$ cat config.mk
export PLATFORM = sky130hd
export DESIGN_NAME = keypad_matrix_debouncer_unit_flat
export DESIGN_NICKNAME = d
export VERILOG_FILES = /design/src/rtl/kmd_pkg.sv /design/src/rtl/kmd_scan_if.sv /design/src/rtl/kmd_event_if.sv /design/src/rtl/keypad_matrix_debouncer_unit.sv /design/src/rtl/kmd_lane.sv /design/src/rtl/kmd_merge.sv /design/src/flat_wrapper.sv
export VERILOG_INCLUDE_DIRS = /design/src /design/src/rtl
export SDC_FILE = /design/constraint.sdc
export NUM_CORES = 2
export LEC_CHECK = 0
export BUFFER_PORTS_ARGS = -buffer_cell sky130_fd_sc_hd__buf_2
export CAP_MARGIN = 20
export CORE_ASPECT_RATIO = 0.8
export CORE_MARGIN = 1.5
export CORE_UTILIZATION = 60
export CTS_BUF_LIST = sky130_fd_sc_hd__clkbuf_4
export DETAILED_ROUTE_END_ITERATION = 16
export GPL_TIMING_DRIVEN = 0
export PLACE_DENSITY = 0.8
export SYNTH_ARGS = -nofsm -noshare
export SYNTH_HDL_FRONTEND = slang
export SYNTH_HIERARCHICAL = 1
export SYNTH_SLANG_ARGS = --single-unit
$ cat constraint.sdc
create_clock -name clk -period 8.8 [get_ports clk]
set_clock_uncertainty 0.05 [all_clocks]
set_input_delay 1.76 -clock clk [delete_from_list [all_inputs] [get_ports clk]]
set_output_delay 1.76 -clock clk [all_outputs]
set_load 0.1 [all_outputs]
$ cat src/rtl/keypad_matrix_debouncer_unit_defines.svh
`ifndef KEYPAD_MATRIX_DEBOUNCER_UNIT_DEFINES_SVH
`define KEYPAD_MATRIX_DEBOUNCER_UNIT_DEFINES_SVH

// same-cycle implication
`define KMD_ASSERT_NOW(label, clk, rst, ante, cons) \
  label: assert property (@(posedge clk) disable iff (rst) (ante) |-> (cons)) \
    else $error("kmd assertion failed");

// next-cycle implication
`define KMD_ASSERT_NEXT(label, clk, rst, ante, cons) \
  label: assert property (@(posedge clk) disable iff (rst) (ante) |=> (cons)) \
    else $error("kmd assertion failed");

`endif

$ cat src/rtl/kmd_pkg.sv
package kmd_pkg;

  localparam int COUNT_W    = 8;
  localparam int DEB_W      = 7;
  localparam int POS_W      = 5;
  localparam int KIND_W     = 2;
  localparam int CFG_IDX_W  = 2;
  localparam int CFG_DATA_W = 8;

  localparam logic [DEB_W-1:0]   DEBOUNCE_RST   = 7'd3;
  localparam logic [COUNT_W-1:0] HOLD_FIRST_RST = 8'd50;

  localparam logic [KIND_W-1:0] EV_RELEASE = 2'd0;
  localparam logic [KIND_W-1:0] EV_PRESS   = 2'd1;
  localparam logic [KIND_W-1:0] EV_HOLD    = 2'd2;

  localparam logic [CFG_IDX_W-1:0] REG_DEBOUNCE   = 2'd0;
  localparam logic [CFG_IDX_W-1:0] REG_HOLD_FIRST = 2'd1;
  localparam logic [CFG_IDX_W-1:0] REG_HOLD_EN    = 2'd2;

  typedef struct packed {
    logic flip;
    logic press;
    logic hold_cand;
  } lane_status_t;

  typedef struct packed {
    logic [POS_W-1:0]  pos;
    logic [KIND_W-1:0] kind;
  } event_t;

endpackage

$ cat src/rtl/kmd_scan_if.sv
interface kmd_scan_if #(
  parameter int W = 25
);
  logic         valid;
  logic         ready;
  logic [W-1:0] matrix_levels;

  modport source (output valid, output matrix_levels, input ready);
  modport sink (input valid, input matrix_levels, output ready);
endinterface

$ cat src/rtl/kmd_event_if.sv
interface kmd_event_if;
  logic       valid;
  logic       ready;
  logic [4:0] key_position;
  logic [1:0] event_kind;
  logic       last_event;

  modport source (output valid, output key_position, output event_kind, output last_event,
                  input ready);
  modport sink (input valid, input key_position, input event_kind, input last_event,
                output ready);
endinterface

$ cat src/rtl/keypad_matrix_debouncer_unit.sv
// Keypad matrix debouncer. Each scan word on the scan channel is a snapshot of the key
// matrix (1 released, 0 pressed). All keys are updated together in parallel lanes,
// then a merge walker visits one key per cycle, unless the event side stalls, and emits
// release, press and hold events in key order; the final event of a scan carries
// last_event. A scan consists of one lane update, a walk over every key and a flush,
// plus any stalls on the event side; the per-key walk makes up most of it. An idle
// all-released scan is accepted with no events and starts no walk. Registers:
// 0 debounce_count, 1 hold_first_count, 2 hold_enable, via cfg_we/cfg_index/cfg_data.
module keypad_matrix_debouncer_unit #(
  parameter int LINES  = 5,
  parameter int SENSES = 5
) (
  input  logic                               clk,
  input  logic                               rst,
  kmd_scan_if.sink                           scan,
  kmd_event_if.source                        evt,
  input  logic                               cfg_we,
  input  logic [kmd_pkg::CFG_IDX_W-1:0]      cfg_index,
  input  logic [kmd_pkg::CFG_DATA_W-1:0]     cfg_data
);
  import kmd_pkg::*;

  localparam int KEYS = LINES * SENSES;

  logic [DEB_W-1:0]   debounce_count;
  logic [COUNT_W-1:0] hold_first_count;
  logic               hold_enable;
  logic               activity_seen;

  logic               busy;
  logic               pressed_none;
  logic               accept;
  logic               idle_scan;
  logic               start;
  logic [KEYS-1:0]    changed;
  logic [KEYS-1:0]    hold_clear;
  lane_status_t       status [KEYS];
  logic [COUNT_W-1:0] counts [KEYS];

  assign scan.ready = !busy;
  assign accept     = scan.valid && scan.ready;
  assign idle_scan  = pressed_none && !activity_seen && (scan.matrix_levels == '1);
  assign start      = accept && !idle_scan;

  always_ff @(posedge clk) begin
    if (rst) begin
      debounce_count   <= DEBOUNCE_RST;
      hold_first_count <= HOLD_FIRST_RST;
      hold_enable      <= 1'b1;
    end else if (cfg_we) begin
      unique case (cfg_index)
        REG_DEBOUNCE:   debounce_count   <= cfg_data[DEB_W-1:0];
        REG_HOLD_FIRST: hold_first_count <= cfg_data[COUNT_W-1:0];
        REG_HOLD_EN:    hold_enable      <= cfg_data[0];
        default: ;
      endcase
    end
  end

  always_ff @(posedge clk) begin
    if (rst) begin
      activity_seen <= 1'b0;
    end else if (start) begin
      activity_seen <= |changed;
    end
  end

  for (genvar i = 0; i < KEYS; i++) begin : g_lane
    kmd_lane u_lane (
      .clk              (clk),
      .rst              (rst),
      .load             (start),
      .lvl              (scan.matrix_levels[i]),
      .hold_clear       (hold_clear[i]),
      .debounce_count   (debounce_count),
      .hold_first_count (hold_first_count),
      .hold_enable      (hold_enable),
      .count            (counts[i]),
      .status           (status[i]),
      .changed          (changed[i])
    );
  end

  kmd_merge #(
    .KEYS (KEYS)
  ) u_merge (
    .clk              (clk),
    .rst              (rst),
    .start            (start),
    .debounce_count   (debounce_count),
    .hold_first_count (hold_first_count),
    .status           (status),
    .counts           (counts),
    .hold_clear       (hold_clear),
    .busy             (busy),
    .pressed_none     (pressed_none),
    .evt              (evt)
  );

endmodule

$ cat src/rtl/kmd_lane.sv
module kmd_lane (
  input  logic                          clk,
  input  logic                          rst,
  input  logic                          load,
  input  logic                          lvl,
  input  logic                          hold_clear,
  input  logic [kmd_pkg::DEB_W-1:0]     debounce_count,
  input  logic [kmd_pkg::COUNT_W-1:0]   hold_first_count,
  input  logic                          hold_enable,
  output logic [kmd_pkg::COUNT_W-1:0]   count,
  output kmd_pkg::lane_status_t         status,
  output logic                          changed
);
  import kmd_pkg::*;

  logic               prev;
  logic               stat;
  logic [COUNT_W:0]   sum;
  logic [COUNT_W-1:0] count_next;
  logic               flip;

  always_comb begin
    sum = {1'b0, count} + (COUNT_W+1)'(1);
    if (sum > {1'b0, hold_first_count}) begin
      count_next = hold_first_count;
    end else begin
      count_next = sum[COUNT_W-1:0];
    end
    changed = (lvl != prev);
    flip = !changed && (count_next >= {1'b0, debounce_count}) && (lvl != stat);
  end

  always_ff @(posedge clk) begin
    if (rst) begin
      prev   <= 1'b1;
      stat   <= 1'b1;
      count  <= '0;
      status <= '0;
    end else if (load) begin
      if (changed) begin
        count  <= COUNT_W'(1);
        prev   <= lvl;
        status <= '0;
      end else begin
        count            <= count_next;
        status.flip      <= flip;
        status.press     <= !lvl;
        status.hold_cand <= hold_enable && !lvl && !flip;
        if (flip) begin
          stat <= lvl;
        end
      end
    end else if (hold_clear) begin
      count <= COUNT_W'(1);
    end
  end

endmodule

$ cat src/rtl/kmd_merge.sv
`include "keypad_matrix_debouncer_unit_defines.svh"

module kmd_merge #(
  parameter int KEYS = 25
) (
  input  logic                          clk,
  input  logic                          rst,
  input  logic                          start,
  input  logic [kmd_pkg::DEB_W-1:0]     debounce_count,
  input  logic [kmd_pkg::COUNT_W-1:0]   hold_first_count,
  input  kmd_pkg::lane_status_t         status [KEYS],
  input  logic [kmd_pkg::COUNT_W-1:0]   counts [KEYS],
  output logic [KEYS-1:0]               hold_clear,
  output logic                          busy,
  output logic                          pressed_none,
  kmd_event_if.source                   evt
);
  import kmd_pkg::*;

  localparam int IW = (KEYS > 1) ? $clog2(KEYS) : 1;
  localparam int PW = $clog2(KEYS + 1);

  typedef enum logic [2:0] {
    ST_IDLE  = 3'b001,
    ST_WALK  = 3'b010,
    ST_FLUSH = 3'b100
  } state_t;

  state_t             state;
  logic [IW-1:0]      key_idx;
  logic [PW-1:0]      pressed_total;
  logic [COUNT_W-1:0] hold_threshold;
  logic               pend_valid;
  event_t             pend;
  logic               out_valid;
  event_t             out_word;
  logic               out_last;

  lane_status_t       cur;
  logic [COUNT_W-1:0] cur_cnt;
  logic               is_hold;
  logic               found;
  logic               slot_free;
  logic               advance;
  logic               push;
  logic [IW:0]        pos_full;
  event_t             new_word;

  always_comb begin
    cur       = status[key_idx];
    cur_cnt   = counts[key_idx];
    is_hold   = !cur.flip && cur.hold_cand && (cur_cnt >= hold_threshold);
    found     = cur.flip || is_hold;
    slot_free = !out_valid || evt.ready;
    advance   = (state == ST_WALK) && (!found || !pend_valid || slot_free);
    push      = (advance && found && pend_valid) ||
                ((state == ST_FLUSH) && pend_valid && slot_free);
    pos_full  = {1'b0, key_idx} + (IW+1)'(1);
    new_word.pos = POS_W'(pos_full);
    if (is_hold) begin
      new_word.kind = EV_HOLD;
    end else if (cur.press) begin
      new_word.kind = EV_PRESS;
    end else begin
      new_word.kind = EV_RELEASE;
    end
    hold_clear = '0;
    if (advance && is_hold) begin
      hold_clear[key_idx] = 1'b1;
    end
  end

  assign busy             = (state != ST_IDLE);
  assign pressed_none     = (pressed_total == '0);
  assign evt.valid        = out_valid;
  assign evt.key_position = out_word.pos;
  assign evt.event_kind   = out_word.kind;
  assign evt.last_event   = out_last;

  always_ff @(posedge clk) begin
    if (rst) begin
      state          <= ST_IDLE;
      key_idx        <= '0;
      pressed_total  <= '0;
      hold_threshold <= HOLD_FIRST_RST;
      pend_valid     <= 1'b0;
      out_valid      <= 1'b0;
    end else begin
      if (push) begin
        out_valid <= 1'b1;
      end else if (out_valid && evt.ready) begin
        out_valid <= 1'b0;
      end
      unique case (state)
        ST_IDLE: begin
          if (start) begin
            state   <= ST_WALK;
            key_idx <= '0;
          end
        end
        ST_WALK: begin
          if (advance) begin
            if (found) begin
              if (cur.flip) begin
                if (cur.press) begin
                  pressed_total <= pressed_total + PW'(1);
                end else begin
                  pressed_total  <= pressed_total - PW'(1);
                  hold_threshold <= hold_first_count;
                end
              end else begin
                hold_threshold <= {debounce_count, 1'b0};
              end
              if (pend_valid) begin
                out_word  <= pend;
                out_last  <= 1'b0;
              end
              pend       <= new_word;
              pend_valid <= 1'b1;
            end
            if (key_idx == IW'(KEYS - 1)) begin
              state <= ST_FLUSH;
            end else begin
              key_idx <= key_idx + IW'(1);
            end
          end
        end
        ST_FLUSH: begin
          if (!pend_valid) begin
            state <= ST_IDLE;
          end else if (slot_free) begin
            out_word   <= pend;
            out_last   <= 1'b1;
            pend_valid <= 1'b0;
            state      <= ST_IDLE;
          end
        end
        default: begin
          state <= ST_IDLE;
        end
      endcase
    end
  end

  `KMD_ASSERT_NOW(a_idle_no_pending, clk, rst, state == ST_IDLE, !pend_valid)
  `KMD_ASSERT_NEXT(a_stall_holds_key, clk, rst,
                   (state == ST_WALK) && found && pend_valid && !slot_free,
                   $stable(key_idx) && pend_valid)
  `KMD_ASSERT_NOW(a_pressed_bound, clk, rst, 1'b1, pressed_total <= PW'(KEYS))
  `KMD_ASSERT_NOW(a_one_hold_clear, clk, rst, 1'b1, $onehot0(hold_clear))

endmodule

$ cat src/flat_wrapper.sv
// flat-port wrapper written by rule: the top's interface ports become plain ports
module keypad_matrix_debouncer_unit_flat import kmd_pkg::*;
#(
  parameter int LINES  = 5,
  parameter int SENSES = 5
)
  (clk, rst, cfg_we, cfg_index, cfg_data, scan_valid, scan_matrix_levels, scan_ready, evt_valid, evt_key_position, evt_event_kind, evt_last_event, evt_ready);
  kmd_scan_if #(.W((25))) scan_i ();
  kmd_event_if evt_i ();
  input  logic clk;
  input  logic rst;
  input  logic cfg_we;
  input  logic [kmd_pkg::CFG_IDX_W-1:0] cfg_index;
  input  logic [kmd_pkg::CFG_DATA_W-1:0] cfg_data;
  input wire logic [$bits(scan_i.valid)-1:0] scan_valid;
  input wire logic [$bits(scan_i.matrix_levels)-1:0] scan_matrix_levels;
  output wire logic [$bits(scan_i.ready)-1:0] scan_ready;
  output wire logic [$bits(evt_i.valid)-1:0] evt_valid;
  output wire logic [$bits(evt_i.key_position)-1:0] evt_key_position;
  output wire logic [$bits(evt_i.event_kind)-1:0] evt_event_kind;
  output wire logic [$bits(evt_i.last_event)-1:0] evt_last_event;
  input wire logic [$bits(evt_i.ready)-1:0] evt_ready;
  assign scan_i.valid = scan_valid;
  assign scan_i.matrix_levels = scan_matrix_levels;
  assign scan_ready = scan_i.ready;
  assign evt_valid = evt_i.valid;
  assign evt_key_position = evt_i.key_position;
  assign evt_event_kind = evt_i.event_kind;
  assign evt_last_event = evt_i.last_event;
  assign evt_i.ready = evt_ready;
  keypad_matrix_debouncer_unit #(.LINES(LINES), .SENSES(SENSES)) u_core (.clk(clk), .rst(rst), .scan(scan_i), .evt(evt_i), .cfg_we(cfg_we), .cfg_index(cfg_index), .cfg_data(cfg_data));
endmodule
==> metrics <==
final layout net count=4751; yosys warns=6; DIE AREA=about 60000 sq um; async set-reset flop share out of synthesis=0%; P_sw=2.124 mW; Seq/Total Area, Yosys=between 20% and 30%; Switching Share=38.59%; Max Cap Violations=0; HPWL after DPL=between 80 and 90 mm; Reg2Reg Depth=19; Slew Viols, Final=0; worst relative slew slack=12.75%; Hold Path Class=flop to flop; Total GRT Usage=37.84%; Post-CTS Setup Inserts=0; Post-Route WL=approximately 110 mm; Clock transition at path regs=0.07 ns; CP max-delay cell=buf_1; CTS tree=built; fraction of layout cells with a size suffix above 1=15.48%; post_cts resized=0; P_leak=16.38 nW; WL/cell=22.42 um; htree depth=3; vias per inst=6.574; cts bufs inserted=slightly below 100; syn_nets=4588; Largest delay share family, worst path=buffers and inverters; Critical Path End=u_core/g_lane[0].u_lane/count[6]$_SDFFE_PP0P_; sequential share of power=37.5%; IO Count=50; count of cell types in the netlist=88; CP endpoint kind=flop; Hold Violations, Final=0; Worst-Margin Slew=1.309 ns; CP Max Fanout=10; die width=approximately 270 um; CP Depth=19; RR Endpoint=u_core/g_lane[0].u_lane/count[6]$_SDFFE_PP0P_; total grt overflow=0; vias in the first global route=31280; RePlAce Congestion=1.005; Int Pwr=3.381 mW; first-pass GRT wire length=176.4 mm; dominant cells by area after synthesis=dfxtp_1 (21%), ha_1 (16%), inv_1 (5.3%), mux4_2 (3.9%), mux2i_1 (3.4%); Mapped Avg Cell Area=8.513 sq um; clk buf depth=3; Yosys reg bits=380; violation count after the first detailed-route iteration=approximately 4000; Crit path largest cell delay=0.78 ns; Worst-Skew Late Latency=0.90 ns; Comb power frac=34.8%; synthesized instance count=4107; Detail Route Antenna Nets=0; First-pass DRT Iterations=7; core area=57090 sq um; reg2reg start=u_core/u_merge/key_idx[1]$_SDFFE_PP0P_; most common flop cell mapped by yosys=dfxtp_1; Worst VDD drop=0.1617 mV; Setup-failing EPs final=0; commonest non-fill, non-tap cell in the layout=inv_1; Die Y=218.9 um; R2R setup slack=1.30 ns; CTS root buf=clkbuf_4; Power Density=145.9 nW/um^2; Initial Utilization=61.24%; Netlist Area Pre-Place=34960 sq um; WS Path Type=flop to flop; area share of the largest cell type after synthesis=between 20% and 30%; largest net degree at the start of global routing=53; Power Total=5.505 mW; CP startpoint=u_core/u_merge/key_idx[1]$_SDFFE_PP0P_; drt drc=0; Critical Path Start Type=flop; unrepaired setup endpoints after global routing=false; critical path, cell by cell=buf_6, buf_2, buf_1, buf_2, mux4_2, a222oi_1, o21ai_0, ha_1, a21o_1, a31oi_1, o21ai_0, a31oi_1, nor4_4, nand2_1, nor2_1, nor3_1, inv_1, o21ai_0, o2bb2ai_1; outcome=complete, no violations; Finished Layout Cells=5102; Area Growth Syn to Fin=7.944%; CTS Sinks=380; final period utilization=between 80% and 90%; Core Util, Final=66.11%; commonest cells after routing, fill and taps aside=inv_1 (493), ha_1 (440), dfxtp_1 (349); IO buf count=49; fmax=0.1334 GHz; clock share of power=27.8%; crit path DAT=8.24 ns; Period minus WS final=7.495 ns; Crit path top cell by count=o21ai_0; Yosys top cell by area=dfxtp_1; initial antenna violation count=4; row count=78; via count=33540; CP Data Required Time=approximately 9.5 ns; EDFF count, synth=15; Buf+Inv Stages, Crit Path=5; # placed instances=4931; hold-fix buffers at CTS=0
-- how the worst min path moves through the flow --
stage,start,endpoint,slack (ns),cells after the start
floorplan,u_core/u_merge/pend[0]$_SDFFCE_PP0P_,u_core/u_merge/evt.event_kind[0]$_DFFE_PP_,0.35,0
global placement,u_core/u_merge/pend[1]$_SDFFCE_PP1P_,u_core/u_merge/evt.event_kind[1]$_DFFE_PP_,0.35,0
detailed placement,u_core/u_merge/pend[2]$_DFFE_PP_,u_core/u_merge/evt.key_position[0]$_DFFE_PP_,0.36,0
CTS,u_core/u_merge/pend[2]$_DFFE_PP_,u_core/u_merge/evt.key_position[0]$_DFFE_PP_,0.37,0
global route,u_core/u_merge/pend[1]$_SDFFCE_PP1P_,u_core/u_merge/evt.event_kind[1]$_DFFE_PP_,0.38,0
finish,u_core/u_merge/pend[1]$_SDFFCE_PP1P_,u_core/u_merge/evt.event_kind[1]$_DFFE_PP_,0.37,0
-- cell families after synthesis --
| family | Yosys count | share of synthesized area [%] |
|---|---|---|
| AND/OR/NAND/NOR | 1260 | 18.78 |
| AO/OA/AOI/OAI | 953 | 20.76 |
| buffers and inverters | 619 | 7.329 |
| adder cells (fa/ha/maj) | 441 | 15.80 |
| flip-flops | 380 | 22.19 |
| multiplexers | 272 | 10.57 |
| XOR/XNOR | 182 | 4.559 |
-- flip-flops by register name, summed over array words and instances (netlist names) --
register,flops
u_core/activity_seen,1
u_core/debounce_count,7
u_core/g_lane.u_lane/count,200
u_core/g_lane.u_lane/prev,25
u_core/g_lane.u_lane/stat,25
u_core/g_lane.u_lane/status,75
u_core/hold_enable,1
u_core/hold_first_count,8
u_core/u_merge/evt.event_kind,2
u_core/u_merge/evt.key_position,5
u_core/u_merge/evt.last_event,1
u_core/u_merge/evt.valid,1
u_core/u_merge/hold_threshold,8
u_core/u_merge/key_idx,5
u_core/u_merge/pend,7
u_core/u_merge/pend_valid,1
u_core/u_merge/pressed_total,5
u_core/u_merge/state,3
-- power groups by stage --
stage	combinational [mW]	clock [mW]	sequential, mW
3_5_place_dp	1.85	0	2.09
4_1_cts	1.86	1.53	2.05
3_3_place_gp	1.79	0	2.11
6_report	1.91	1.53	2.06
2_1_floorplan	1.40	0	2.01
5_1_grt	2.09	1.63	2.07
-- through the flow --
stage / hold slack (ns) / instance area, sq um / setup TNS [ns] / setup slack, ns
floorplan: 0.3503 / 34960 / 0 / 0.9881
global placement: 0.3507 / 36160 / -800.06 / -3.395
detailed placement: 0.3556 / 36560 / 0 / 2.029
CTS: 0.3734 / 37720 / 0 / 1.977
global route: 0.3770 / 37730 / 0 / 1.568
finish: 0.3713 / 37740 / 0 / 1.305
-- final cells by class --
class / count / area, sq um
clock inverters: 19 / 78.83
clock buffers: 145 / 1089
fillers: 4772 / 19350
repair buffers: 64 / 590.6
inverters: 495 / 1858
flip-flops and latches: 380 / 7797
well taps: 760 / 950.9
multi-input cells: 3108 / 24650
diodes: 7 / 17.52
plain buffers: 124 / 704.4
-- metal layers --
metal,vias up,GRT usage [%],wire length [um]
li1,15460,-,-
met1,15650,51.30,46520
met2,2041,54.36,46370
met3,394,12.01,16260
met4,2,17.44,5212
met5,-,0,12
-- cells in the mapped netlist (16+ instances only) --
cell,n
and3_1,55
o21ai_0,133
inv_1,493
nor2b_1,60
clkbuf_1,72
o2bb2ai_1,38
nand4_1,35
o22ai_1,29
mux4_2,61
o211ai_1,39
nand2_1,236
a22oi_1,19
o31ai_1,30
a21oi_1,196
a32oi_1,16
a32o_1,97
dfxtp_1,365
a31oi_1,35
a211oi_1,63
a211o_1,25
a21o_1,20
nor3b_1,23
nor2_1,316
buf_6,27
mux2i_1,120
nand2b_1,41
mux2_4,26
mux2_2,65
nand3_1,177
ha_1,440
xor2_1,67
nor3_1,141
nor3_2,24
a22o_1,17
xnor2_1,115
or2_2,29
Power figures use the tool's default switching activity.
